--- src/rtl/hbkr_pkg.sv ---
package hbkr_pkg;

    localparam int NUM_REGS        = 8;
    localparam int REG_IDX_W       = 3;
    localparam int REG_W           = 4;
    localparam int SCAN_W          = 9;
    localparam int HOST_W          = 16;
    localparam int MOD_W           = 8;
    localparam int CODE_W          = 8;
    localparam int NUM_SLOTS       = 6;
    localparam int KEY_COUNT_DEF   = 102;
    localparam int REPORT_KEYS_DEF = 6;

    localparam logic [SCAN_W-1:0] MOD_FIRST = 9'd224;
    localparam logic [SCAN_W-1:0] MOD_LAST  = 9'd231;

    localparam logic [CODE_W-1:0] ROLLOVER_CODE = 8'h01;
    localparam logic [CODE_W-1:0] EMPTY_CODE    = 8'h00;

    typedef logic [NUM_REGS-1:0][REG_W-1:0] mod_pos_t;
    typedef logic [NUM_SLOTS-1:0][CODE_W-1:0] slots_t;

    // Modifier byte bits: left ctrl, shift, alt, gui, then right ctrl, shift, alt, gui.
    localparam mod_pos_t REG_RESET = {4'd11, 4'd9, 4'd1, 4'd7, 4'd10, 4'd8, 4'd0, 4'd6};

    typedef enum logic [1:0] {
        ST_IDLE,
        ST_SCAN,
        ST_HOLD
    } state_t;

    typedef struct packed {
        logic start;
        logic wr_en;
        logic wr_val;
    } scan_ctrl_t;

    typedef struct packed {
        logic busy;
    } scan_stat_t;

endpackage

--- src/rtl/hid_boot_keyboard_report_builder.sv ---
// Builds a 7-byte boot keyboard report for each key event on the input channel.
// An input request carries a scan code, a press flag and the host modifier word.
// Codes below KEY_COUNT update the pressed-key map; codes 224 to 231 leave it
// unchanged; any other code yields a response with accepted low and zero fields.
// Each report lists up to six pressed keys in ascending order, or the rollover
// code in each slot below REPORT_KEYS when more than REPORT_KEYS keys are down.
// A known code runs the key map scan, which reads one key per cycle and ends
// early once rollover is found, before its response is loaded; an ignored code
// goes straight to the hold state. The next request is accepted the cycle after
// the response is loaded, so a new request is never taken while one is in flight.
// The response sits in an output register; if the receiver stalls, a finished
// report waits in the hold state until that register is free.
// Reset clears the key map and returns the modifier position registers to
// their defaults. Configuration writes take effect at once and are expected
// only while the block is idle.
module hid_boot_keyboard_report_builder
    import hbkr_pkg::*;
#(
    parameter int KEY_COUNT   = KEY_COUNT_DEF,
    parameter int REPORT_KEYS = REPORT_KEYS_DEF
)
(
    input  logic                 clk,
    input  logic                 rst_n,
    input  logic                 cfg_wr_en,
    input  logic [REG_IDX_W-1:0] cfg_index,
    input  logic [REG_W-1:0]     cfg_data,
    input  logic                 in_valid,
    output logic                 in_ready,
    input  logic [SCAN_W-1:0]    scan_code,
    input  logic                 key_down,
    input  logic [HOST_W-1:0]    host_modifiers,
    output logic                 out_valid,
    input  logic                 out_ready,
    output logic                 accepted,
    output logic [MOD_W-1:0]     modifier_byte,
    output logic [CODE_W-1:0]    key_slot_0,
    output logic [CODE_W-1:0]    key_slot_1,
    output logic [CODE_W-1:0]    key_slot_2,
    output logic [CODE_W-1:0]    key_slot_3,
    output logic [CODE_W-1:0]    key_slot_4,
    output logic [CODE_W-1:0]    key_slot_5
);

    localparam int IDX_W = $clog2(KEY_COUNT);

    state_t             state_reg;
    state_t             state_next;
    mod_pos_t           pos_reg;
    logic               known_reg;
    logic [MOD_W-1:0]   mod_byte_reg;
    logic               out_valid_reg;
    logic               out_valid_next;
    logic               acc_out_reg;
    logic [MOD_W-1:0]   mod_out_reg;
    slots_t             slot_out_reg;
    logic               is_key;
    logic               is_mod;
    logic               take;
    logic               load_out;
    logic [MOD_W-1:0]   remap_byte;
    scan_ctrl_t         scan_ctrl;
    scan_stat_t         scan_stat;
    slots_t             scan_slots;

    assign is_key = (scan_code < SCAN_W'(KEY_COUNT));
    assign is_mod = (scan_code >= MOD_FIRST) && (scan_code <= MOD_LAST);
    assign take   = in_valid && in_ready;

    hbkr_remap u_remap
    (
        .host     (host_modifiers),
        .pos      (pos_reg),
        .mod_byte (remap_byte)
    );

    hbkr_keymap #(
        .KEY_COUNT   (KEY_COUNT),
        .REPORT_KEYS (REPORT_KEYS)
    ) u_keymap
    (
        .clk    (clk),
        .rst_n  (rst_n),
        .ctrl   (scan_ctrl),
        .wr_idx (scan_code[IDX_W-1:0]),
        .stat   (scan_stat),
        .slots  (scan_slots)
    );

    always_comb
    begin
        state_next = state_reg;
        unique case (state_reg)
            ST_IDLE:
            begin
                if (in_valid)
                begin
                    state_next = (is_key || is_mod) ? ST_SCAN : ST_HOLD;
                end
            end
            ST_SCAN:
            begin
                if (!scan_stat.busy)
                begin
                    state_next = ST_HOLD;
                end
            end
            ST_HOLD:
            begin
                if (!out_valid_reg || out_ready)
                begin
                    state_next = ST_IDLE;
                end
            end
            default:
            begin
                state_next = ST_IDLE;
            end
        endcase
    end

    always_comb
    begin
        in_ready         = 1'b0;
        load_out         = 1'b0;
        scan_ctrl.start  = 1'b0;
        scan_ctrl.wr_en  = 1'b0;
        scan_ctrl.wr_val = key_down;
        unique case (state_reg)
            ST_IDLE:
            begin
                in_ready        = 1'b1;
                scan_ctrl.start = in_valid && (is_key || is_mod);
                scan_ctrl.wr_en = in_valid && is_key;
            end
            ST_SCAN:
            begin
            end
            ST_HOLD:
            begin
                load_out = !out_valid_reg || out_ready;
            end
            default:
            begin
            end
        endcase
    end

    assign out_valid_next = load_out || (out_valid_reg && !out_ready);

    always_ff @(posedge clk or negedge rst_n)
    begin
        if (!rst_n)
        begin
            state_reg     <= ST_IDLE;
            pos_reg       <= REG_RESET;
            out_valid_reg <= 1'b0;
        end
        else
        begin
            state_reg     <= state_next;
            out_valid_reg <= out_valid_next;
            if (cfg_wr_en)
            begin
                pos_reg[cfg_index] <= cfg_data;
            end
        end
    end

    always_ff @(posedge clk)
    begin
        if (take)
        begin
            known_reg    <= is_key || is_mod;
            mod_byte_reg <= remap_byte;
        end
        if (load_out)
        begin
            acc_out_reg  <= known_reg;
            mod_out_reg  <= known_reg ? mod_byte_reg : '0;
            slot_out_reg <= known_reg ? scan_slots : '0;
        end
    end

    assign out_valid     = out_valid_reg;
    assign accepted      = acc_out_reg;
    assign modifier_byte = mod_out_reg;
    assign key_slot_0    = slot_out_reg[0];
    assign key_slot_1    = slot_out_reg[1];
    assign key_slot_2    = slot_out_reg[2];
    assign key_slot_3    = slot_out_reg[3];
    assign key_slot_4    = slot_out_reg[4];
    assign key_slot_5    = slot_out_reg[5];

    // The key map scan runs only while the sequencer waits for it.
    a_scan_in_scan_state: assert property (@(posedge clk) disable iff (!rst_n)
        scan_stat.busy |-> (state_reg == ST_SCAN))
        else $error("key map scan active outside the scan state");

    // A request leaves the idle state, so no second request is taken next cycle.
    a_one_request: assert property (@(posedge clk) disable iff (!rst_n)
        (in_valid && in_ready) |=> !in_ready)
        else $error("request accepted while a previous request is in flight");

    // An ignored code always reports all-zero fields.
    a_ignored_zero: assert property (@(posedge clk) disable iff (!rst_n)
        (out_valid && !accepted) |-> ((modifier_byte == '0) && (key_slot_0 == EMPTY_CODE)))
        else $error("ignored request produced nonzero report fields");

    // A response is loaded only when the output register is free or being drained.
    a_no_overwrite: assert property (@(posedge clk) disable iff (!rst_n)
        (out_valid && !out_ready) |=> out_valid)
        else $error("pending response was dropped");

endmodule

--- src/rtl/hbkr_remap.sv ---
module hbkr_remap
    import hbkr_pkg::*;
(
    input  logic [HOST_W-1:0] host,
    input  mod_pos_t          pos,
    output logic [MOD_W-1:0]  mod_byte
);

    always_comb
    begin
        for (int b = 0; b < NUM_REGS; b++)
        begin
            mod_byte[b] = host[pos[b]];
        end
    end

endmodule

--- src/rtl/hbkr_keymap.sv ---
module hbkr_keymap
    import hbkr_pkg::*;
#(
    parameter int KEY_COUNT   = KEY_COUNT_DEF,
    parameter int REPORT_KEYS = REPORT_KEYS_DEF,
    localparam int IDX_W      = $clog2(KEY_COUNT),
    localparam int CNT_W      = $clog2(REPORT_KEYS + 1)
)
(
    input  logic             clk,
    input  logic             rst_n,
    input  scan_ctrl_t       ctrl,
    input  logic [IDX_W-1:0] wr_idx,
    output scan_stat_t       stat,
    output slots_t           slots
);

    logic [KEY_COUNT-1:0] pressed_reg;
    logic [KEY_COUNT-1:0] pressed_next;
    logic                 busy_reg;
    logic                 busy_next;
    logic [IDX_W-1:0]     idx_reg;
    logic [IDX_W-1:0]     idx_next;
    logic [CNT_W-1:0]     cnt_reg;
    logic [CNT_W-1:0]     cnt_next;
    logic                 over_reg;
    logic                 over_next;
    slots_t               slot_reg;
    slots_t               slot_next;

    // Visits one key per cycle; a pressed key takes the next free slot or sets rollover.
    always_comb
    begin
        pressed_next = pressed_reg;
        busy_next    = busy_reg;
        idx_next     = idx_reg;
        cnt_next     = cnt_reg;
        over_next    = over_reg;
        slot_next    = slot_reg;
        if (ctrl.start)
        begin
            if (ctrl.wr_en)
            begin
                pressed_next[wr_idx] = ctrl.wr_val;
            end
            busy_next = 1'b1;
            idx_next  = '0;
            cnt_next  = '0;
            over_next = 1'b0;
            for (int s = 0; s < NUM_SLOTS; s++)
            begin
                slot_next[s] = EMPTY_CODE;
            end
        end
        else if (busy_reg)
        begin
            if (pressed_reg[idx_reg])
            begin
                if (cnt_reg == CNT_W'(REPORT_KEYS))
                begin
                    over_next = 1'b1;
                    busy_next = 1'b0;
                end
                else
                begin
                    for (int s = 0; s < NUM_SLOTS; s++)
                    begin
                        if ((s < REPORT_KEYS) && (cnt_reg == CNT_W'(s)))
                        begin
                            slot_next[s] = CODE_W'(idx_reg);
                        end
                    end
                    cnt_next = CNT_W'(cnt_reg + 1'b1);
                end
            end
            if (idx_reg == IDX_W'(KEY_COUNT - 1))
            begin
                busy_next = 1'b0;
            end
            else
            begin
                idx_next = IDX_W'(idx_reg + 1'b1);
            end
        end
    end

    always_ff @(posedge clk or negedge rst_n)
    begin
        if (!rst_n)
        begin
            pressed_reg <= '0;
            busy_reg    <= 1'b0;
        end
        else
        begin
            pressed_reg <= pressed_next;
            busy_reg    <= busy_next;
        end
    end

    always_ff @(posedge clk)
    begin
        idx_reg  <= idx_next;
        cnt_reg  <= cnt_next;
        over_reg <= over_next;
        slot_reg <= slot_next;
    end

    always_comb
    begin
        for (int i = 0; i < NUM_SLOTS; i++)
        begin
            if (i >= REPORT_KEYS)
            begin
                slots[i] = EMPTY_CODE;
            end
            else if (over_reg)
            begin
                slots[i] = ROLLOVER_CODE;
            end
            else
            begin
                slots[i] = slot_reg[i];
            end
        end
    end

    assign stat.busy = busy_reg;

endmodule
--- config.mk ---
export PLATFORM = sky130hd
export DESIGN_NAME = hid_boot_keyboard_report_builder
export DESIGN_NICKNAME = d
export VERILOG_FILES = /design/src/rtl/hbkr_pkg.sv /design/src/rtl/hid_boot_keyboard_report_builder.sv /design/src/rtl/hbkr_remap.sv /design/src/rtl/hbkr_keymap.sv
export SDC_FILE = /design/constraint.sdc
export NUM_CORES = 1
export LEC_CHECK = 0
export BUFFER_PORTS_ARGS = -buffer_cell sky130_fd_sc_hd__clkbuf_2
export CAP_MARGIN = 30
export CORE_MARGIN = 2
export CORE_UTILIZATION = 60
export DETAILED_ROUTE_END_ITERATION = 16
export PLACE_DENSITY = 0.89
export SLEW_MARGIN = 10
export SYNTH_ARGS = -nofsm -noshare
export SYNTH_HDL_FRONTEND = slang
export SYNTH_SLANG_ARGS = --single-unit
--- constraint.sdc ---
create_clock -name clk -period 3.8 [get_ports clk]
set_input_delay 0.76 -clock clk [delete_from_list [all_inputs] [get_ports clk]]
set_output_delay 0.76 -clock clk [all_outputs]
set_load 0.02 [all_outputs]
==> metrics.log <==
[metrics] run status: completed
[metrics] syn avg cell area: around 13 um^2
[metrics] path class of the lowest-slack min-delay path: input port to async pin
[metrics] worst slack, placed: roughly 0.64 ns
[metrics] tightest slew margin relative to the limit: between 40% and 50%
[metrics] H-tree depth reported by CTS: 1
[metrics] first-pass iteration count of the detailed router: 5
[metrics] remaining antenna violation count: 0
[metrics] Clock Tree Buf Depth: 3
[metrics] share of the synthesized area in the top cell type: between 20% and 30%
[metrics] vertical die dimension: ~150 um
[metrics] Std-Cell Core Area: ~0.020 mm^2
[metrics] overall die width: about 150 um
[metrics] total CTS buffers: 25
[metrics] sinks on the clock net: between 200 and 300
[metrics] post-synthesis async set-or-reset flop share: 55.0%
[metrics] Placement Rows: between 50 and 60
[metrics] buffers inserted during post-CTS setup optimization: 0
[metrics] final hold vios: 0
[metrics] global placer's final weighted congestion: roughly 0.84
[metrics] Cell Area, Synth: 0.0121 mm^2
[metrics] routed len/inst: ~20 um
[metrics] Antenna Cells: 0
[metrics] buffering stage count on the worst path with inverters included: 1
[metrics] leftover overflow at the end of global routing: 0
[metrics] sequential area share after synthesis: 52.3%
[metrics] worst reg2reg path depth: 7
[metrics] number of synthesized flops with an enable pin: 60
[metrics] maximum number of pins on one net before global-route repair: 81
[metrics] largest delay contributor family on the critical path: multiplexers
[metrics] cell at the root of the clock tree: clkbuf_16
[metrics] standby leakage power: around 6.0 nW
[metrics] count of cells resized by post-cts repair: 0
[metrics] maximum clock skew at final layout: 0.0164 ns
[metrics] Clk Latency, worst-skew pair: between 0.5 and 0.6 ns
[metrics] Layout fillers: between 1000 and 1500
[metrics] Setup TNS: 0 ns
[metrics] total number of nets in the final design: 1053
[metrics] Worst Path Class, Setup: register to register
[metrics] placement-stage cell area: 0.0127 mm^2
[metrics] number of flip-flops under the largest register name: slightly above 100
[metrics] Final Cell Area: between 0.01 and 0.015 mm^2
[metrics] antenna violations before repair: 0
[metrics] number of distinct library cells after synthesis: 60
[metrics] number of register bits inferred by synthesis: about 250
[metrics] crit path time final: between 3 and 4 ns
[metrics] maximum resistive drop on vdd: about 0.36 mV
[metrics] Yosys top cell by area: dfrtp_1
[metrics] Total GRT Usage: between 20% and 30%
[metrics] CTS tree: yes
[metrics] CTS hold repair buffers: 0
[metrics] dominant cell by count in the synthesized netlist: mux2_2
[metrics] largest fanout of any net on the critical path: 22
[metrics] routed vias/inst: approximately 6.0
[metrics] routed via count: roughly 7800
[metrics] data arrival time of the critical path: approximately 3.6 ns
[metrics] number of setup violations in the final report: 0
[metrics] post-detailed-routing wire length: approximately 26000 um
[metrics] list of cells traversed by the critical path: buf_4 > mux4_1 > a22o_1 > nor4_1 > o31a_1 > or4_1 > mux2i_1
[metrics] buffers added on ports: 90
[metrics] dpl cells: 1245
[metrics] Final HPWL DP: 16700 um
[metrics] destination of the worst register-to-register timing path: u_keymap.slot_reg[43]
[metrics] Iteration-0 DRC Markers: roughly 650
[metrics] CP Data Required Time: roughly 4.2 ns
[metrics] worst reg2reg setup slack: between 0.5 and 0.6 ns
[metrics] Non-Filler Instances: between 1000 and 1500
[metrics] max-slew violations: 0
[metrics] initial cell density of the core: approximately three fifths
[metrics] critical path launch point: u_keymap.idx_reg[0]
[metrics] minimum setup slack in the final design: ~0.58 ns
[metrics] clock edge transition at the registers on the reported setup and hold paths: about 0.06 ns
[metrics] Commonest cells post-synth: mux2_2, dfrtp_1, nand2_1
[metrics] Most used DFF post-synth: dfrtp_1
[metrics] via count of the first global-routing pass: between 7000 and 8000
[metrics] critical path capture point type: register
[metrics] crit start category: register
[metrics] wire length of the first global-routing pass: around 41000 um
[metrics] startpoint of the worst register-to-register path: u_keymap.idx_reg[0]
[metrics] full die area: around 0.021 mm^2
[metrics] pwr/cell area: ~650 mW/mm^2
[metrics] DRC violation count after routing: 0
[metrics] number of I/O pins: 97
[metrics] synth warn: 0
[metrics] biggest cell delay along the critical path: 0.60 ns
[metrics] RSZ-0062 raised after global routing: false
[metrics] final period utilization: a little over four fifths
[metrics] Least-Margin Pin Slew: approximately 0.85 ns
[metrics] main area contributors after synthesis: dfrtp_1, edfxtp_1, mux2_2
[metrics] reported max-cap violation count: 0
[metrics] Layout area overhead: 12.2%
[metrics] hold slack: between 0.2 and 0.3 ns
[metrics] share of post-route cells with drive strength above 1: roughly a third
[metrics] synthesized instance count: 927
[metrics] maximum achievable frequency: 0.311 GHz
[metrics] Critical Path Slowest Stage Cell: dfxtp_2
## cells in the final DEF (no fill, tap or decap), drive strengths merged, types with 5 or more instances in the layout
cell type / n
mux2: 135
dfrtp: 124
clkbuf: 121
nand2: 108
nor2: 92
mux4: 61
edfxtp: 60
mux2i: 55
dfxtp: 53
and2: 47
buf: 17
dfstp: 14
o21a: 9
nor2b: 8
inv: 7
nand3: 7
ha: 7
clkinv: 7
nor3: 6
conb: 6
nor3b: 6
nand2b: 5
nand3b: 5
or4: 5
## final cells by class
type	instances	area, um^2	area share, %
Clock inverter	13	180	1.33
Sequential cell	251	6330	46.6
Clock buffer	32	703	5.17
Tap cell	265	332	2.44
Multi-Input combinational cell	616	5420	39.9
Timing Repair Buffer	106	589	4.34
Inverter	8	30.0	0.221
## worst max path at each step
stage | endpoint | slack, ns | depth (start not counted)
after detailed placement | u_keymap.slot_reg[11] | 0.64 | 8
after CTS | u_keymap.slot_reg[43] | 0.56 | 8
after global routing | u_keymap.slot_reg[43] | 0.34 | 7
after global placement | u_keymap.slot_reg[44] | 0.70 | 8
after floorplan | accepted | 0.38 | 2
final | u_keymap.slot_reg[43] | 0.58 | 7
## routing by layer
| metal | wire (um) | vias to the layer above | GRT usage [%] |
|---|---|---|---|
| met1 | 10300 | 3902 | 31.0 |
| met3 | 1510 | 48 | 3.38 |
| met4 | 451 | 0 | 8.16 |
| met2 | 13300 | 286 | 41.9 |
| met5 | 0 | - | 0 |
| li1 | - | 3530 | - |
## per-stage QoR
step / util (%) / power [mW]
floorplan: - / 5.71
global placement: 64.5 / 6.22
detailed placement: 64.5 / 6.31
CTS: 69.0 / 8.91
global route: 69.1 / 9.29
finish: 69.1 / 8.90
## power breakdown
group / switching (mW) / internal (mW)
Sequential: 0.471 / 3.48
Combinational: 1.32 / 1.04
Clock: 1.00 / 1.58
Total: 2.80 / 6.10
## cells by family after synthesis
| family | synth area share, % |
|---|---|
| simple gates | 12.3 |
| mux | 28.7 |
| flops | 52.3 |
| buf+inv | 3.24 |
| compound gates | 2.25 |
| fa+ha+maj | 0.723 |
| xor+xnor | 0.434 |
| other cells | 0.0310 |
Note: power is estimated with default switching activity, not from simulation.
